## src/rtl/core/rdc_pkg.sv

```systemverilog
// Shared types and constants of the radix digit calculator.
package rdc_pkg;

  localparam logic [1:0] CMD_DIGIT_A = 2'd0;
  localparam logic [1:0] CMD_DIGIT_B = 2'd1;
  localparam logic [1:0] CMD_EXECUTE = 2'd2;

  localparam logic [1:0] OP_ADD = 2'd0;
  localparam logic [1:0] OP_SUB = 2'd1;
  localparam logic [1:0] OP_MUL = 2'd2;
  localparam logic [1:0] OP_DIV = 2'd3;

  localparam logic [2:0] ST_OK       = 3'd0;
  localparam logic [2:0] ST_INVALID  = 3'd1;
  localparam logic [2:0] ST_DIV_ZERO = 3'd2;
  localparam logic [2:0] ST_OVERFLOW = 3'd3;
  localparam logic [2:0] ST_NEGATIVE = 3'd4;

  localparam logic [1:0] REG_BASE_A   = 2'd0;
  localparam logic [1:0] REG_BASE_B   = 2'd1;
  localparam logic [1:0] REG_RES_BASE = 2'd2;
  localparam logic [1:0] REG_OPER     = 2'd3;

  localparam logic [7:0] CHAR_ZERO = 8'h30;
  localparam logic [7:0] CHAR_UC_A = 8'h41;
  localparam logic [7:0] CHAR_LC_A = 8'h61;

  // Clamps a base register value to the range 2..16.
  function automatic logic [4:0] clamp_base(input logic [4:0] b);
    logic [4:0] r;
    r = b;
    if (b < 5'd2) r = 5'd2;
    if (b > 5'd16) r = 5'd16;
    return r;
  endfunction

  // Returns {valid, value} for an ASCII character in base b.
  function automatic logic [4:0] digit_value(input logic [7:0] c, input logic [4:0] b);
    logic [3:0] v;
    logic       ok;
    v  = 4'd0;
    ok = 1'b1;
    if (c >= 8'h30 && c <= 8'h39) v = 4'(c - CHAR_ZERO);
    else if (c >= 8'h41 && c <= 8'h46) v = 4'(c - CHAR_UC_A + 8'd10);
    else if (c >= 8'h61 && c <= 8'h66) v = 4'(c - CHAR_LC_A + 8'd10);
    else ok = 1'b0;
    if ({1'b0, v} >= b) ok = 1'b0;
    return {ok, v};
  endfunction

  // Executed job handed from the front to the back.
  typedef struct packed {
    logic [1:0]  oper;
    logic [2:0]  err;
    logic [4:0]  rbase;
    logic [31:0] a;
    logic [31:0] b;
  } job_t;

endpackage

```

## src/rtl/core/rdc_front.sv

```systemverilog
// Front end: accumulates operands from digit items and issues execute jobs.
module rdc_front #(
  parameter int OperandWidth = 32
) (
  input  logic              clk,
  input  logic              rst_n,
  input  logic              in_valid,
  input  logic [1:0]        in_command,
  input  logic [7:0]        in_char,
  input  logic [4:0]        base_a,
  input  logic [4:0]        base_b,
  input  logic [4:0]        res_base,
  input  logic [1:0]        oper,
  input  logic              job_full,
  output logic              in_full,
  output logic              job_push,
  output rdc_pkg::job_t     job
);
  import rdc_pkg::*;

  logic [OperandWidth-1:0] acc_a_r, acc_b_r, acc_sel, acc_new;
  logic [2:0]  err_r, err_nxt;
  logic [4:0]  base_sel, dv;
  logic [OperandWidth+4:0] prod;
  logic        is_digit;

  assign is_digit = (in_command == CMD_DIGIT_A) || (in_command == CMD_DIGIT_B);
  assign acc_sel  = (in_command == CMD_DIGIT_A) ? acc_a_r : acc_b_r;
  assign base_sel = clamp_base((in_command == CMD_DIGIT_A) ? base_a : base_b);
  assign dv       = digit_value(in_char, base_sel);
  assign prod     = ({5'd0, acc_sel} * {{OperandWidth{1'b0}}, base_sel})
                    + {{(OperandWidth+1){1'b0}}, dv[3:0]};
  assign acc_new  = prod[OperandWidth-1:0];

  assign in_full  = job_full;
  assign job_push = in_valid && (in_command == CMD_EXECUTE);

  always_comb begin
    job.oper  = oper;
    job.err   = err_r;
    job.rbase = clamp_base(res_base);
    job.a     = 32'(acc_a_r);
    job.b     = 32'(acc_b_r);
    err_nxt   = err_r;
    if (in_valid && is_digit && err_r == ST_OK) begin
      if (!dv[4]) err_nxt = ST_INVALID;
      else if (prod[OperandWidth+4:OperandWidth] != '0) err_nxt = ST_OVERFLOW;
    end
  end

  always_ff @(posedge clk) begin
    if (!rst_n) begin
      acc_a_r <= '0;
      acc_b_r <= '0;
      err_r   <= ST_OK;
    end else if (in_valid) begin
      if (in_command == CMD_EXECUTE) begin
        acc_a_r <= '0;
        acc_b_r <= '0;
        err_r   <= ST_OK;
      end else begin
        err_r <= err_nxt;
        if (is_digit && dv[4]) begin
          if (in_command == CMD_DIGIT_A) acc_a_r <= acc_new;
          else acc_b_r <= acc_new;
        end
      end
    end
  end
endmodule

```

## src/rtl/core/rdc_queue.sv

```systemverilog
// Two-entry job queue between the front and the back end.
module rdc_queue (
  input  logic          clk,
  input  logic          rst_n,
  input  logic          push,
  input  rdc_pkg::job_t wdata,
  output logic          full,
  input  logic          pop,
  output logic          empty,
  output rdc_pkg::job_t rdata
);
  import rdc_pkg::*;

  job_t       mem_r [2];
  logic       wp_r, rp_r;
  logic [1:0] cnt_r;

  assign full  = (cnt_r == 2'd2);
  assign empty = (cnt_r == 2'd0);
  assign rdata = mem_r[rp_r];

  always_ff @(posedge clk) begin
    if (push && !full) mem_r[wp_r] <= wdata;
  end

  always_ff @(posedge clk) begin
    if (!rst_n) begin
      wp_r  <= 1'b0;
      rp_r  <= 1'b0;
      cnt_r <= 2'd0;
    end else begin
      if (push && !full) wp_r <= ~wp_r;
      if (pop && !empty) rp_r <= ~rp_r;
      cnt_r <= cnt_r + 2'(push && !full) - 2'(pop && !empty);
    end
  end

  a_cnt_bound: assert property (@(posedge clk) disable iff (!rst_n) cnt_r <= 2'd2)
    else $error("queue count out of range");
  a_no_over: assert property (@(posedge clk) disable iff (!rst_n)
    full && !pop |=> full) else $error("queue lost its full state");
endmodule

```

## src/rtl/core/rdc_back.sv

```systemverilog
// Back end: computes the result iteratively and emits its digits.
module rdc_back #(
  parameter int MaxResultDigits = 64
) (
  input  logic          clk,
  input  logic          rst_n,
  input  logic          job_empty,
  input  rdc_pkg::job_t job,
  output logic          job_pop,
  output logic          out_empty,
  input  logic          out_pop,
  output logic [7:0]    out_char,
  output logic [2:0]    out_status,
  output logic          out_last
);
  import rdc_pkg::*;

  localparam int CntW = $clog2(MaxResultDigits + 1);
  localparam int IdxW = $clog2(MaxResultDigits);

  localparam logic [2:0] S_IDLE = 3'd0;
  localparam logic [2:0] S_MUL  = 3'd1;
  localparam logic [2:0] S_DIV  = 3'd2;
  localparam logic [2:0] S_CONV = 3'd3;
  localparam logic [2:0] S_EMIT = 3'd4;

  logic [2:0]  state_r;
  logic [63:0] r_r;          // value being converted / quotient
  logic [31:0] d_r;          // divisor for a/b
  logic [32:0] rem_r;        // running remainder
  logic [6:0]  bit_r;        // bit counter for iterative units
  logic [4:0]  rb_r;
  logic [CntW-1:0] n_r;
  logic [3:0]  dstore [MaxResultDigits];
  logic [3:0]  rd_r;
  logic        rd_v_r;
  logic [63:0] pp_r;         // multiply partial product accumulator
  logic [31:0] mb_r;
  logic [15:0] mprod;
  logic [32:0] rem_sh;
  logic [5:0]  crem_sh;
  logic [5:0]  crem_r;
  logic [7:0]  char_r;
  logic [2:0]  stat_r;
  logic        last_r, ov_r;

  assign job_pop   = (state_r == S_IDLE) && !job_empty && !ov_r;
  assign out_empty = !ov_r;
  assign out_char  = char_r;
  assign out_status = stat_r;
  assign out_last  = last_r;

  assign mprod   = 16'(r_r[31:0] & {32{1'b0}});
  assign rem_sh  = {rem_r[31:0], r_r[63]};
  assign crem_sh = {crem_r[4:0], r_r[63]};

  // Digit store: written as each conversion ends; read into rd_r one digit at a time during emission.
  always_ff @(posedge clk) begin
    if (state_r == S_CONV && bit_r == 7'd64)
      dstore[n_r[IdxW-1:0]] <= crem_r[3:0];
  end

  always_ff @(posedge clk) begin
    rd_r <= dstore[IdxW'(n_r - CntW'(1))];
  end

  always_ff @(posedge clk) begin
    if (!rst_n) begin
      state_r <= S_IDLE;
      ov_r    <= 1'b0;
      rd_v_r  <= 1'b0;
    end else begin
      if (out_pop && ov_r) ov_r <= 1'b0;
      unique case (state_r)
        S_IDLE: begin
          if (job_pop) begin
            rb_r   <= job.rbase;
            n_r    <= '0;
            bit_r  <= '0;
            rem_r  <= '0;
            d_r    <= job.b;
            rd_v_r <= 1'b0;
            if (job.err != ST_OK) begin
              char_r <= '0; stat_r <= job.err; last_r <= 1'b1; ov_r <= 1'b1;
            end else begin
              case (job.oper)
                OP_ADD: begin
                  r_r <= 64'(job.a) + 64'(job.b); crem_r <= '0; state_r <= S_CONV;
                end
                OP_SUB: begin
                  if (job.a < job.b) begin
                    char_r <= '0; stat_r <= ST_NEGATIVE; last_r <= 1'b1; ov_r <= 1'b1;
                  end else begin
                    r_r <= 64'(job.a - job.b); crem_r <= '0; state_r <= S_CONV;
                  end
                end
                OP_MUL: begin
                  r_r <= 64'(job.a); mb_r <= job.b; pp_r <= '0; state_r <= S_MUL;
                end
                default: begin
                  if (job.b == '0) begin
                    char_r <= '0; stat_r <= ST_DIV_ZERO; last_r <= 1'b1; ov_r <= 1'b1;
                  end else begin
                    r_r <= {job.a, 32'd0}; state_r <= S_DIV;
                  end
                end
              endcase
            end
          end
        end
        // Shift-and-add multiply, one bit of B per cycle.
        S_MUL: begin
          if (mb_r[0]) pp_r <= pp_r + r_r;
          r_r   <= {r_r[62:0], 1'b0};
          mb_r  <= {1'b0, mb_r[31:1]};
          bit_r <= bit_r + 7'd1;
          if (bit_r == 7'd31) begin
            r_r     <= mb_r[0] ? pp_r + r_r : pp_r;
            bit_r   <= '0;
            crem_r  <= '0;
            state_r <= S_CONV;
          end
        end
        // Restoring division A / B, one quotient bit per cycle.
        S_DIV: begin
          bit_r <= bit_r + 7'd1;
          if (rem_sh >= {1'b0, d_r}) begin
            rem_r <= rem_sh - {1'b0, d_r};
            r_r   <= {r_r[62:0], 1'b1};
          end else begin
            rem_r <= rem_sh;
            r_r   <= {r_r[62:0], 1'b0};
          end
          if (bit_r == 7'd31) begin
            bit_r   <= '0;
            crem_r  <= '0;
            state_r <= S_CONV;
          end
        end
        // Division by the result base, one bit per cycle; after the last bit the remainder is stored as a digit.
        S_CONV: begin
          if (bit_r == 7'd64) begin
            n_r    <= n_r + CntW'(1);
            bit_r  <= '0;
            crem_r <= '0;
            if (r_r == '0 || n_r + CntW'(1) == CntW'(MaxResultDigits)) state_r <= S_EMIT;
          end else begin
            bit_r <= bit_r + 7'd1;
            if (crem_sh >= {1'b0, rb_r}) begin
              crem_r <= crem_sh - {1'b0, rb_r};
              r_r    <= {r_r[62:0], 1'b1};
            end else begin
              crem_r <= crem_sh;
              r_r    <= {r_r[62:0], 1'b0};
            end
          end
        end
        // Read the store most significant first; rd_v_r waits for the registered read in rd_r.
        S_EMIT: begin
          if (!rd_v_r) begin
            rd_v_r <= 1'b1;
          end else if (!ov_r || out_pop) begin
            char_r <= (rd_r < 4'd10) ? CHAR_ZERO + 8'(rd_r) : CHAR_UC_A + 8'(rd_r - 4'd10);
            stat_r <= ST_OK;
            last_r <= (n_r == CntW'(1));
            ov_r   <= 1'b1;
            n_r    <= n_r - CntW'(1);
            rd_v_r <= 1'b0;
            if (n_r == CntW'(1)) state_r <= S_IDLE;
          end
        end
        default: state_r <= S_IDLE;
      endcase
    end
  end

  logic unused_ok;
  assign unused_ok = ^{mprod, rem_r[32]};

  a_err_single: assert property (@(posedge clk) disable iff (!rst_n)
    ov_r && stat_r != ST_OK |-> last_r) else $error("error item without last");
  a_idle_empty: assert property (@(posedge clk) disable iff (!rst_n)
    state_r == S_EMIT |-> n_r != '0) else $error("emitting with no digits");
  a_hold: assert property (@(posedge clk) disable iff (!rst_n)
    ov_r && !out_pop |=> ov_r && $stable(char_r)) else $error("result dropped");
endmodule

```

## src/rtl/core/radix_digit_calculator_top.sv

```systemverilog
// Top level of the radix digit calculator.
//
// Input channel: push/full with in_command and in_char. Digit items build
// operand A or B in its configured base; one digit item is taken per cycle
// while full is low. An execute item is queued for the back end, which adds or
// subtracts directly or multiplies or divides one bit per cycle, and then converts
// the result to the result base with a bit-serial divider, up to 64 digits.
// Results leave through empty/pop: each item carries out_char, out_status
// and out_last; an error or negative result is a single item with out_char 0.
// Digits leave most significant first. The front stalls (full high) only
// when two executes are already waiting in the job queue. A stalled receiver
// holds the current result and the back end waits for it.
// Reset (rst_n low, synchronous) clears the operands, the sticky error, the
// queue and any pending output item, and sets the bases to 10 and operation to add.
// Configuration is an APB-style port at byte addresses 0, 4, 8, 12.
module radix_digit_calculator_top #(
  parameter int OPERAND_WIDTH = 32,
  parameter int MAX_RESULT_DIGITS = 64
) (
  input  logic        clk,
  input  logic        rst_n,
  input  logic        push,
  output logic        full,
  input  logic [1:0]  in_command,
  input  logic [7:0]  in_char,
  output logic        empty,
  input  logic        pop,
  output logic [7:0]  out_char,
  output logic [2:0]  out_status,
  output logic        out_last,
  input  logic        psel,
  input  logic        penable,
  input  logic        pwrite,
  input  logic [3:0]  paddr,
  input  logic [31:0] pwdata,
  output logic [31:0] prdata,
  output logic        pready
);
  import rdc_pkg::*;

  logic [4:0] cfg_base_a_r, cfg_base_b_r, cfg_res_base_r;
  logic [1:0] cfg_oper_r;
  logic       job_push, q_full, q_empty, q_pop;
  job_t       job_in, job_out;
  logic       wr;

  assign pready = 1'b1;
  assign wr = psel && penable && pwrite;

  // Register file: writes land at the access phase; other addresses are ignored.
  always_ff @(posedge clk) begin
    if (!rst_n) begin
      cfg_base_a_r   <= 5'd10;
      cfg_base_b_r   <= 5'd10;
      cfg_res_base_r <= 5'd10;
      cfg_oper_r     <= OP_ADD;
    end else if (wr && paddr[1:0] == 2'b00) begin
      unique case (paddr[3:2])
        REG_BASE_A:   cfg_base_a_r   <= pwdata[4:0];
        REG_BASE_B:   cfg_base_b_r   <= pwdata[4:0];
        REG_RES_BASE: cfg_res_base_r <= pwdata[4:0];
        REG_OPER:     cfg_oper_r     <= pwdata[1:0];
        default: ;
      endcase
    end
  end

  always_comb begin
    prdata = '0;
    unique case (paddr[3:2])
      REG_BASE_A:   prdata = 32'(cfg_base_a_r);
      REG_BASE_B:   prdata = 32'(cfg_base_b_r);
      REG_RES_BASE: prdata = 32'(cfg_res_base_r);
      default:      prdata = 32'(cfg_oper_r);
    endcase
  end

  rdc_front #(.OperandWidth(OPERAND_WIDTH)) u_front (
    .clk, .rst_n,
    .in_valid(push && !full), .in_command, .in_char,
    .base_a(cfg_base_a_r), .base_b(cfg_base_b_r),
    .res_base(cfg_res_base_r), .oper(cfg_oper_r),
    .job_full(q_full), .in_full(full), .job_push, .job(job_in)
  );

  rdc_queue u_queue (
    .clk, .rst_n, .push(job_push), .wdata(job_in), .full(q_full),
    .pop(q_pop), .empty(q_empty), .rdata(job_out)
  );

  rdc_back #(.MaxResultDigits(MAX_RESULT_DIGITS)) u_back (
    .clk, .rst_n, .job_empty(q_empty), .job(job_out), .job_pop(q_pop),
    .out_empty(empty), .out_pop(pop), .out_char, .out_status, .out_last
  );
endmodule
```

## config.mk

```make
export PLATFORM = sky130hd
export DESIGN_NAME = radix_digit_calculator_top
export DESIGN_NICKNAME = d
export VERILOG_FILES = /design/src/rtl/core/rdc_pkg.sv /design/src/rtl/core/rdc_front.sv /design/src/rtl/core/rdc_queue.sv /design/src/rtl/core/rdc_back.sv /design/src/rtl/core/radix_digit_calculator_top.sv
export SDC_FILE = /design/constraint.sdc
export NUM_CORES = 2
export LEC_CHECK = 0
export BUFFER_PORTS_ARGS = -buffer_cell sky130_fd_sc_hd__buf_2
export CAP_MARGIN = 20
export CELL_PAD_IN_SITES_DETAIL_PLACEMENT = 1
export CELL_PAD_IN_SITES_GLOBAL_PLACEMENT = 1
export CORE_MARGIN = 10
export CORE_UTILIZATION = 45
export DETAILED_ROUTE_END_ITERATION = 7
export GPL_TIMING_DRIVEN = 1
export PLACE_DENSITY_LB_ADDON = 0.1
export SETUP_SLACK_MARGIN = 0.1
export SYNTH_ARGS = -nofsm -noshare
export SYNTH_HDL_FRONTEND = slang
export SYNTH_SLANG_ARGS = --single-unit
```

## constraint.sdc

```tcl
create_clock -name clk -period 23.8 [get_ports clk]
set_input_delay 3.57 -clock clk [delete_from_list [all_inputs] [get_ports clk]]
set_output_delay 3.57 -clock clk [all_outputs]
set_load 0.05 [all_outputs]
```

# Word level (Yosys, flattened, before mapping)
# Memory sizes are Yosys's and may differ from the RTL's. A register that Yosys moved wholly into a read port is not among the register bits.
# Cells that the tools add are included.
totals:
  word_cells: 278
  mem_count: 2
  latch_bits: 0
  ram_bits: 404
  reg_bits: 353
  in_bits: 53
  output_inout_bits: 47
  romBits: 0
classes:
  n_eq_ne: 34
  n_div: 0
  add_sub_neg: 19
  n_shift: 0
  n_reduce_logical: 62
  n_mux: 118
  multipliers: 1
  bitwise: 2
  order_cmp: 15
memory_table:
  columns: ["memory", "words", "word_bits", "rd", "rd_clocked_by_memory_dff", "write_ports", "line_no", "rtl"]
  rows:
  - ["u_back.dstore", 64, 4, 1, 1, 1, "rdc_back.sv:34", "logic [3:0] dstore [MaxResultDigits];"]
  - ["u_queue.mem_r", 2, 74, 1, 1, 1, "rdc_queue.sv:14", "job_t mem_r [2];"]
op_table:
  columns: ["cell", "count"]
  rows:
  - ["64-bit 2-to-1 mux", 10]
  - ["32-bit 2-to-1 mux", 12]
  - ["64-bit case mux with 4 select lines", 1]
  - ["64-bit case mux with 3 select lines", 1]
  - ["32-bit case mux with 2 select lines", 2]
  - ["64-bit case mux with 2 select lines", 1]
  - ["64-bit adder", 1]
  - ["64-bit logical NOT", 1]
  - ["3-bit 2-to-1 mux", 20]
  - ["8-bit 2-to-1 mux", 7]
  - ["5-bit 2-to-1 mux", 11]
  - ["7-bit 2-to-1 mux", 6]
  - ["7-bit case mux with 3 select lines", 2]
  - ["37-bit by 4-bit adder with 37-bit output", 1]
  - ["32-bit by 5-bit multiplier with 37-bit output", 1]
  - ["32-bit by 32-bit adder with 33-bit output", 1]
  - ["33-bit by 32-bit greater-or-equal comparator with 1-bit output", 1]
  - ["32-bit by 32-bit subtractor with 33-bit output", 1]
  - ["32-bit logical NOT", 1]
  - ["32-bit < comparator", 1]
  - ["8-bit case mux with 2 select lines", 2]
  - ["32-bit subtractor", 1]
  - ["5-bit case mux with 3 select lines", 2]
  - ["1-bit 2-to-1 mux", 28]
  - ["other kinds (56)", 136]

# Logic depth before layout (Yosys ltp)
logic_depth:
  depth_word: 12
  ltp_mapped: 27
  mapped_depth_nobuf: 26

# Cells and area by module
# Synthesis repeated with hierarchy kept, for this count alone.
hier_totals:
  hier_cells: 4414
  area_unflattened_um2: 47655.7
modules_own_cells:
  columns: ["mod", "n_inst", "seq_area_each_um2", "cells_each", "area_each_um2"]
  rows:
  - ["rdc_back", 1, 15645.0, 2915, 31938.1]
  - ["rdc_front", 1, 1321.3, 1127, 8838.5]
  - ["rdc_queue", 1, 4544.4, 256, 5828.1]
  - ["radix_digit_calculator_top", 1, 340.3, 116, 1051.0]

# Worst setup path before layout
# Ideal clock, no wire load.
synth_path:
  path_kind: "input port to flip-flop"
  start: "input port rst_n"
  end: "register u_back.r_r[0] (enable)"
  setup_slack_ns: 13.985
  setup_time_ns: 0.582
  stages: 5
  arrival_ns: 9.234
  required_ns: 23.218
  path_buffers: 1
  path_cell_list: "clkbuf_1 -> nand2b_1 -> a21oi_1 -> nand2_1 -> a211oi_1"
synth_via:
  elab_chain_len: 1
synth_rtl:
  columns: ["item", "line_no", "rtl"]
  rows:
  - ["start, declared", "radix_digit_calculator_top.sv:21", "input logic rst_n,"]
  - ["7-bit AND reduction (no source line)", null, null]
  - ["end signal, assigned", "rdc_back.sv:114", "r_r <= {r_r[62:0], 1'b0};"]
  - ["end signal, assigned", "rdc_back.sv:118", "r_r <= mb_r[0] ? pp_r + r_r : pp_r;"]
  - ["end signal, assigned", "rdc_back.sv:129", "r_r <= {r_r[62:0], 1'b1};"]
  - ["end, declared", "rdc_back.sv:28", "logic [63:0] r_r;"]
# Every way passes these cells.
# A chain may end at the register's enable or synchronous reset.

# Worst setup path in the final report
layout_path:
  start: "input port in_command[0]"
  end: "register u_front.err_r[1]"
layout_via:
  elab_chain_len: 10
  elab_cells_between_ends: 23
  classes_between: "add/sub (1); mul (1); order compare (3); eq/ne (3); mux (8); reduce/logical (7)"
layout_rtl:
  columns: ["item", "line_no", "rtl"]
  rows:
  - ["start, declared", "radix_digit_calculator_top.sv:24", "input logic [1:0] in_command,"]
  - ["2-bit logical NOT", "rdc_front.sv:27, rdc_front.sv:28, rdc_front.sv:29", null]
  - ["5-bit 2-to-1 mux", "rdc_front.sv:29", "assign base_sel = clamp_base((in_command == CMD_DIGIT_A) ? base_a : base_b);"]
  - ["5-bit by 2-bit < comparator with 1-bit output", "rdc_pkg.sv:32", "if (b < 5'd2) r = 5'd2;"]
  - ["5-bit 2-to-1 mux", "rdc_pkg.sv:32", null]
  - ["5-bit 2-to-1 mux", "rdc_pkg.sv:33", "if (b > 5'd16) r = 5'd16;"]
  - ["32-bit by 5-bit multiplier with 37-bit output / 4-bit by 5-bit greater-or-equal comparator with 1-bit output (equally long branches)", "rdc_front.sv:31, rdc_pkg.sv:47", null]
  - ["37-bit by 4-bit adder with 37-bit output / 1-bit 2-to-1 mux (equally long branches)", "rdc_front.sv:32, rdc_pkg.sv:47", null]
  - ["5-bit nonzero test / 3-bit 2-to-1 mux (equally long branches)", "rdc_front.sv:47, rdc_front.sv:46", null]
  - ["3-bit inequality test (no source line) / 3-bit 2-to-1 mux (equally long branches)", null, null]
  - ["3-bit AND reduction (no source line) / 3-bit 2-to-1 mux (equally long branches)", null, null]
  - ["end signal, assigned", "rdc_front.sv:62", "err_r <= err_nxt;"]
  - ["end, declared", "rdc_front.sv:22", "logic [2:0] err_r, err_nxt;"]
# Several ways; a longest one is shown, not always the timed one. The select of a mux whose other input is x is not followed.

==> summary.txt <==
========================================================================================
Status .................................................................... finished clean
Worst Path Max Fanout .....................................................           30
Register-to-register setup slack ..........................................     15.94 ns
Antenna Violating Nets Remaining ..........................................            0
Maximum root-to-sink buffer count .........................................            3
Fill cell total of the finished layout ....................................       11,160
Post-layout total power ...................................................     5.369 mW
Die outline height ........................................................     343.4 um
Count of standard-cell rows ...............................................          118
Final setup skew ..........................................................   0.07118 ns
Switching Share ...........................................................       38.60%
Wire length of the first global-routing pass ..............................     222.6 mm
Capture point of the worst path ........................................... u_front.err_r[1]
Kind of end point of the critical path ....................................     register
FF-to-FF End .............................................................. u_front.err_r[1]
Clock slew at the register clock pins of the worst setup and hold paths ...      0.06 ns
Post-Layout Cell Count ....................................................        5,844
Final nets ................................................................        4,799
Final setup violating endpoints ...........................................            0
Post-synthesis to final-layout area growth ................................       9.912%
Top-area cell type share of the netlist area ..............................       42.18%
GRT overflow ..............................................................            0
Instance count of the mapped netlist ......................................        4,427
Leading cell types by count after synthesis ............................... 661 x sky130_fd_sc_hd__edfxtp_1, 525 x sky130_fd_sc_hd__nor2_1, 309 x sky130_fd_sc_hd__inv_1, 293 x sky130_fd_sc_hd__nand2_1, 275 x sky130_fd_sc_hd__a21oi_1
Worst Max-Slew Pin Slew ...................................................     1.149 ns
DRT Pass-1 Iters ..........................................................            5
Deepest level of the CTS H-tree ...........................................            3
RSZ-0062 raised after global routing ......................................           no
Number of global-route vias before repair .................................       36,030
Crit path arrival time ....................................................     11.39 ns
Hold Worst Slack ..........................................................    0.4726 ns
Accumulated negative setup slack ..........................................         0 ns
Post-detailed-placement half-perimeter wirelength .........................     106.2 mm
Diodes inserted ...........................................................            0
Portion of the post-synthesis area used by sequential elements ............       46.31%
Die width .................................................................     343.4 um
CTS sink cnt ..............................................................          758
Detailed-route wire length per cell .......................................     24.70 um
Yosys warns ...............................................................            0
Per-instance average area after synthesis .................................  10.63 sq um
Post-synthesis instance area .............................................. 47,060 sq um
Num CTS Buffers ...........................................................           89
Boundary pin count ........................................................          100
Fraction of synthesis flops using an asynchronous set or reset pin ........           0%
Leading cell type by number of instances after synthesis .................. sky130_fd_sc_hd__edfxtp_1
Hold buffer count at cts ..................................................            0
Ratio of total power to cell area ......................................... 103.8 nW/um^2
Part of the total power dissipated in combinational logic .................        39.8%
Endpoints failing hold ....................................................            0
Die ar. ................................................................... 117,900 sq um
Leakage power summed over all cells .......................................     20.08 nW
Final RePlAce weighted congestion .........................................       0.8984
Int Power .................................................................     3.297 mW
Number of DRC violations after detailed-routing iteration 0 ...............        2,568
Detailed-route wire length ................................................     144.4 mm
Number of vias in the routed layout .......................................       34,660
Max Freq ..................................................................    92.72 MHz
Register bit count reported by yosys ......................................          758
Initial Util ..............................................................       45.40%
Reg-to-reg startpoint ..................................................... cfg_base_a_r[2]
Number of enable flip-flop cells after synthesis ..........................          661
Type of element launching the critical path ............................... primary input
Required arrival time at the worst endpoint ...............................     24.41 ns
Pin count of the biggest net entering global routing ......................           97
Number of distinct library cells after synthesis ..........................           91
GRT Resource Usage Total ..................................................       24.31%
Cell type with the largest total area after synthesis ..................... sky130_fd_sc_hd__edfxtp_1
Placed Instance Area ...................................................... 48,560 sq um
Minimum clock period after layout .........................................     10.78 ns
Number of antenna violations at the first check in global routing .........            4
Post-place setup slack ....................................................     12.15 ns
Buffer count from post-CTS setup fixing ...................................            0
PortBufs ..................................................................           43
CP Launch Point ........................................................... in_command[0]
Count of placed standard cells including taps .............................        5,679
Fraction of power consumed by sequential logic ............................        33.3%
Relative max-transition margin ............................................       22.78%
Top cells by area in the synthesized netlist .............................. sky130_fd_sc_hd__edfxtp_1 42%, sky130_fd_sc_hd__ha_1 6.8%, sky130_fd_sc_hd__fa_1 4.2%
Cell area after layout .................................................... 51,720 sq um
Portion of the clock cycle consumed by the worst path in the final layout .       45.31%
Post-layout worst setup margin ............................................     13.02 ns
Count of pins over their slew limit .......................................            0
Logic depth of the worst register-to-register path ........................           23
Utilization after layout ..................................................       49.90%
Switching Power ...........................................................     2.073 mW
Worst VDD drop ............................................................   0.06245 mV
Class of the most critical hold timing path ...............................      reg2reg
Synth Flop Type ........................................................... sky130_fd_sc_hd__edfxtp_1
Master cell of the clock root buffer ...................................... sky130_fd_sc_hd__clkbuf_16
Clock latency on the worst-skew pair ......................................      0.71 ns
Post-CTS sizing ...........................................................            0
Clk pwr share .............................................................        26.9%
Floorplan Core Area ....................................................... 103,600 sq um
Per-cell via count in the routed design ...................................        5.930
TritonCTS clock tree ......................................................        built
Share of post-route cells with drive strength above 1 .....................       9.185%
Critical setup path kind ..................................................       in2reg
DRC errors left ...........................................................            0
Max-cap violations ........................................................            0
========================================================================================
## cell usage in the layout (no fill, tap or decap), types with 34 or more instances in the layout
cell type / instances
sky130_fd_sc_hd__a21o_1: 105
sky130_fd_sc_hd__xnor2_1: 105
sky130_fd_sc_hd__xor2_1: 53
sky130_fd_sc_hd__a21boi_0: 34
sky130_fd_sc_hd__nand3_1: 90
sky130_fd_sc_hd__mux2i_1: 156
sky130_fd_sc_hd__o22ai_1: 34
sky130_fd_sc_hd__fa_1: 99
sky130_fd_sc_hd__nand4_1: 46
sky130_fd_sc_hd__buf_2: 44
sky130_fd_sc_hd__clkbuf_16: 92
sky130_fd_sc_hd__a21oi_1: 275
sky130_fd_sc_hd__ha_1: 255
sky130_fd_sc_hd__buf_4: 57
sky130_fd_sc_hd__o211ai_1: 34
sky130_fd_sc_hd__and3_1: 36
sky130_fd_sc_hd__nor3_1: 68
sky130_fd_sc_hd__nand2b_1: 35
sky130_fd_sc_hd__a211oi_1: 44
sky130_fd_sc_hd__edfxtp_1: 661
sky130_fd_sc_hd__inv_1: 309
sky130_fd_sc_hd__and2_1: 43
sky130_fd_sc_hd__nor2_1: 521
sky130_fd_sc_hd__mux4_2: 86
sky130_fd_sc_hd__o21ai_0: 152
sky130_fd_sc_hd__nor2b_1: 63
sky130_fd_sc_hd__dfxtp_1: 96
sky130_fd_sc_hd__nor4_1: 34
sky130_fd_sc_hd__nand2_1: 291
## worst max-delay path, stage by stage
cell and delay, ns:
sky130_fd_sc_hd__buf_2 0.14, sky130_fd_sc_hd__nor2_4 0.31, sky130_fd_sc_hd__nor3_1 0.08, sky130_fd_sc_hd__a21oi_1 0.25, sky130_fd_sc_hd__nor2b_1 0.10, sky130_fd_sc_hd__a21oi_1 0.71
sky130_fd_sc_hd__or2_2 0.74, sky130_fd_sc_hd__nor2_1 0.15, sky130_fd_sc_hd__fa_1 0.51, sky130_fd_sc_hd__fa_1 0.54, sky130_fd_sc_hd__inv_1 0.06, sky130_fd_sc_hd__fa_1 0.54
sky130_fd_sc_hd__inv_1 0.04, sky130_fd_sc_hd__ha_1 0.35, sky130_fd_sc_hd__and3_1 0.17, sky130_fd_sc_hd__a221oi_1 0.57, sky130_fd_sc_hd__o21ai_1 0.24, sky130_fd_sc_hd__nor4_1 0.73
sky130_fd_sc_hd__o22ai_1 0.26, sky130_fd_sc_hd__or2_1 0.33, sky130_fd_sc_hd__nor4_1 0.22, sky130_fd_sc_hd__nor3_1 0.11, sky130_fd_sc_hd__a41oi_1 0.35, sky130_fd_sc_hd__mux2i_1 0.24
sky130_fd_sc_hd__nor2b_1 0.06
## registers in the layout (all words and copies together), names as in the netlist, 7 cells and up, named ones only
| name | cells |
|---|---|
| u_queue.mem_r | 146 |
| u_front.acc_a_r | 32 |
| u_back.d_r | 32 |
| u_front.acc_b_r | 32 |
| u_back.r_r | 64 |
| u_back.dstore | 256 |
| u_back.n_r | 7 |
| u_back.pp_r | 64 |
| u_back.bit_r | 7 |
| u_back.out_char | 7 |
| u_back.rem_r | 32 |
| u_back.mb_r | 32 |
## layer usage
metal	wire length [um]	vias up	global-route usage, %
li1	-	16010	-
met1	66040	17550	34.11
met2	65990	869	38.62
met3	6872	228	3.010
met4	5442	2	8.553
met5	13	-	0
## power groups by stage
stage | logic (mW) | registers (mW) | clock network (mW)
after floorplan | 1.51 | 1.78 | 0
after global placement | 2.07 | 1.81 | 0
after detailed placement | 2.11 | 1.81 | 0
after CTS | 2.12 | 1.79 | 1.47
after global routing | 2.34 | 1.80 | 1.52
final | 2.14 | 1.79 | 1.44
## worst min-delay path by stage
stage	cells past startpoint	from	end	slack, ns
finish	0	u_front.acc_a_r[4]	u_queue.mem_r[0][36]	0.47
global placement	0	u_front.acc_a_r[4]	u_queue.mem_r[1][36]	0.46
global route	0	u_front.acc_a_r[4]	u_queue.mem_r[0][36]	0.50
floorplan	0	cfg_oper_r[0]	u_queue.mem_r[0][72]	0.44
CTS	0	u_front.acc_a_r[4]	u_queue.mem_r[0][36]	0.48
detailed placement	0	u_front.acc_a_r[4]	u_queue.mem_r[0][36]	0.47
## area by class of cell
class | count | area [sq um] | area share [%]
repair buffers | 102 | 668.1 | 1.292
inverters | 311 | 1167 | 2.257
clock buffers | 108 | 2382 | 4.606
flip-flops and latches | 758 | 21790 | 42.14
clock inverters | 56 | 757.0 | 1.464
well taps | 1380 | 1727 | 3.338
multi-input cells | 3129 | 23230 | 44.91
## cells by family after synthesis
family,after synthesis,synth area share [%]
simple gates,1317,12.81
compound gates,993,13.82
flops,758,46.31
buf+inv,567,4.826
fa+ha+maj,355,11.02
mux,276,8.240
xor+xnor,159,2.959
other cells,2,0.01596
No activity file was read; power rests on OpenSTA's default activity.
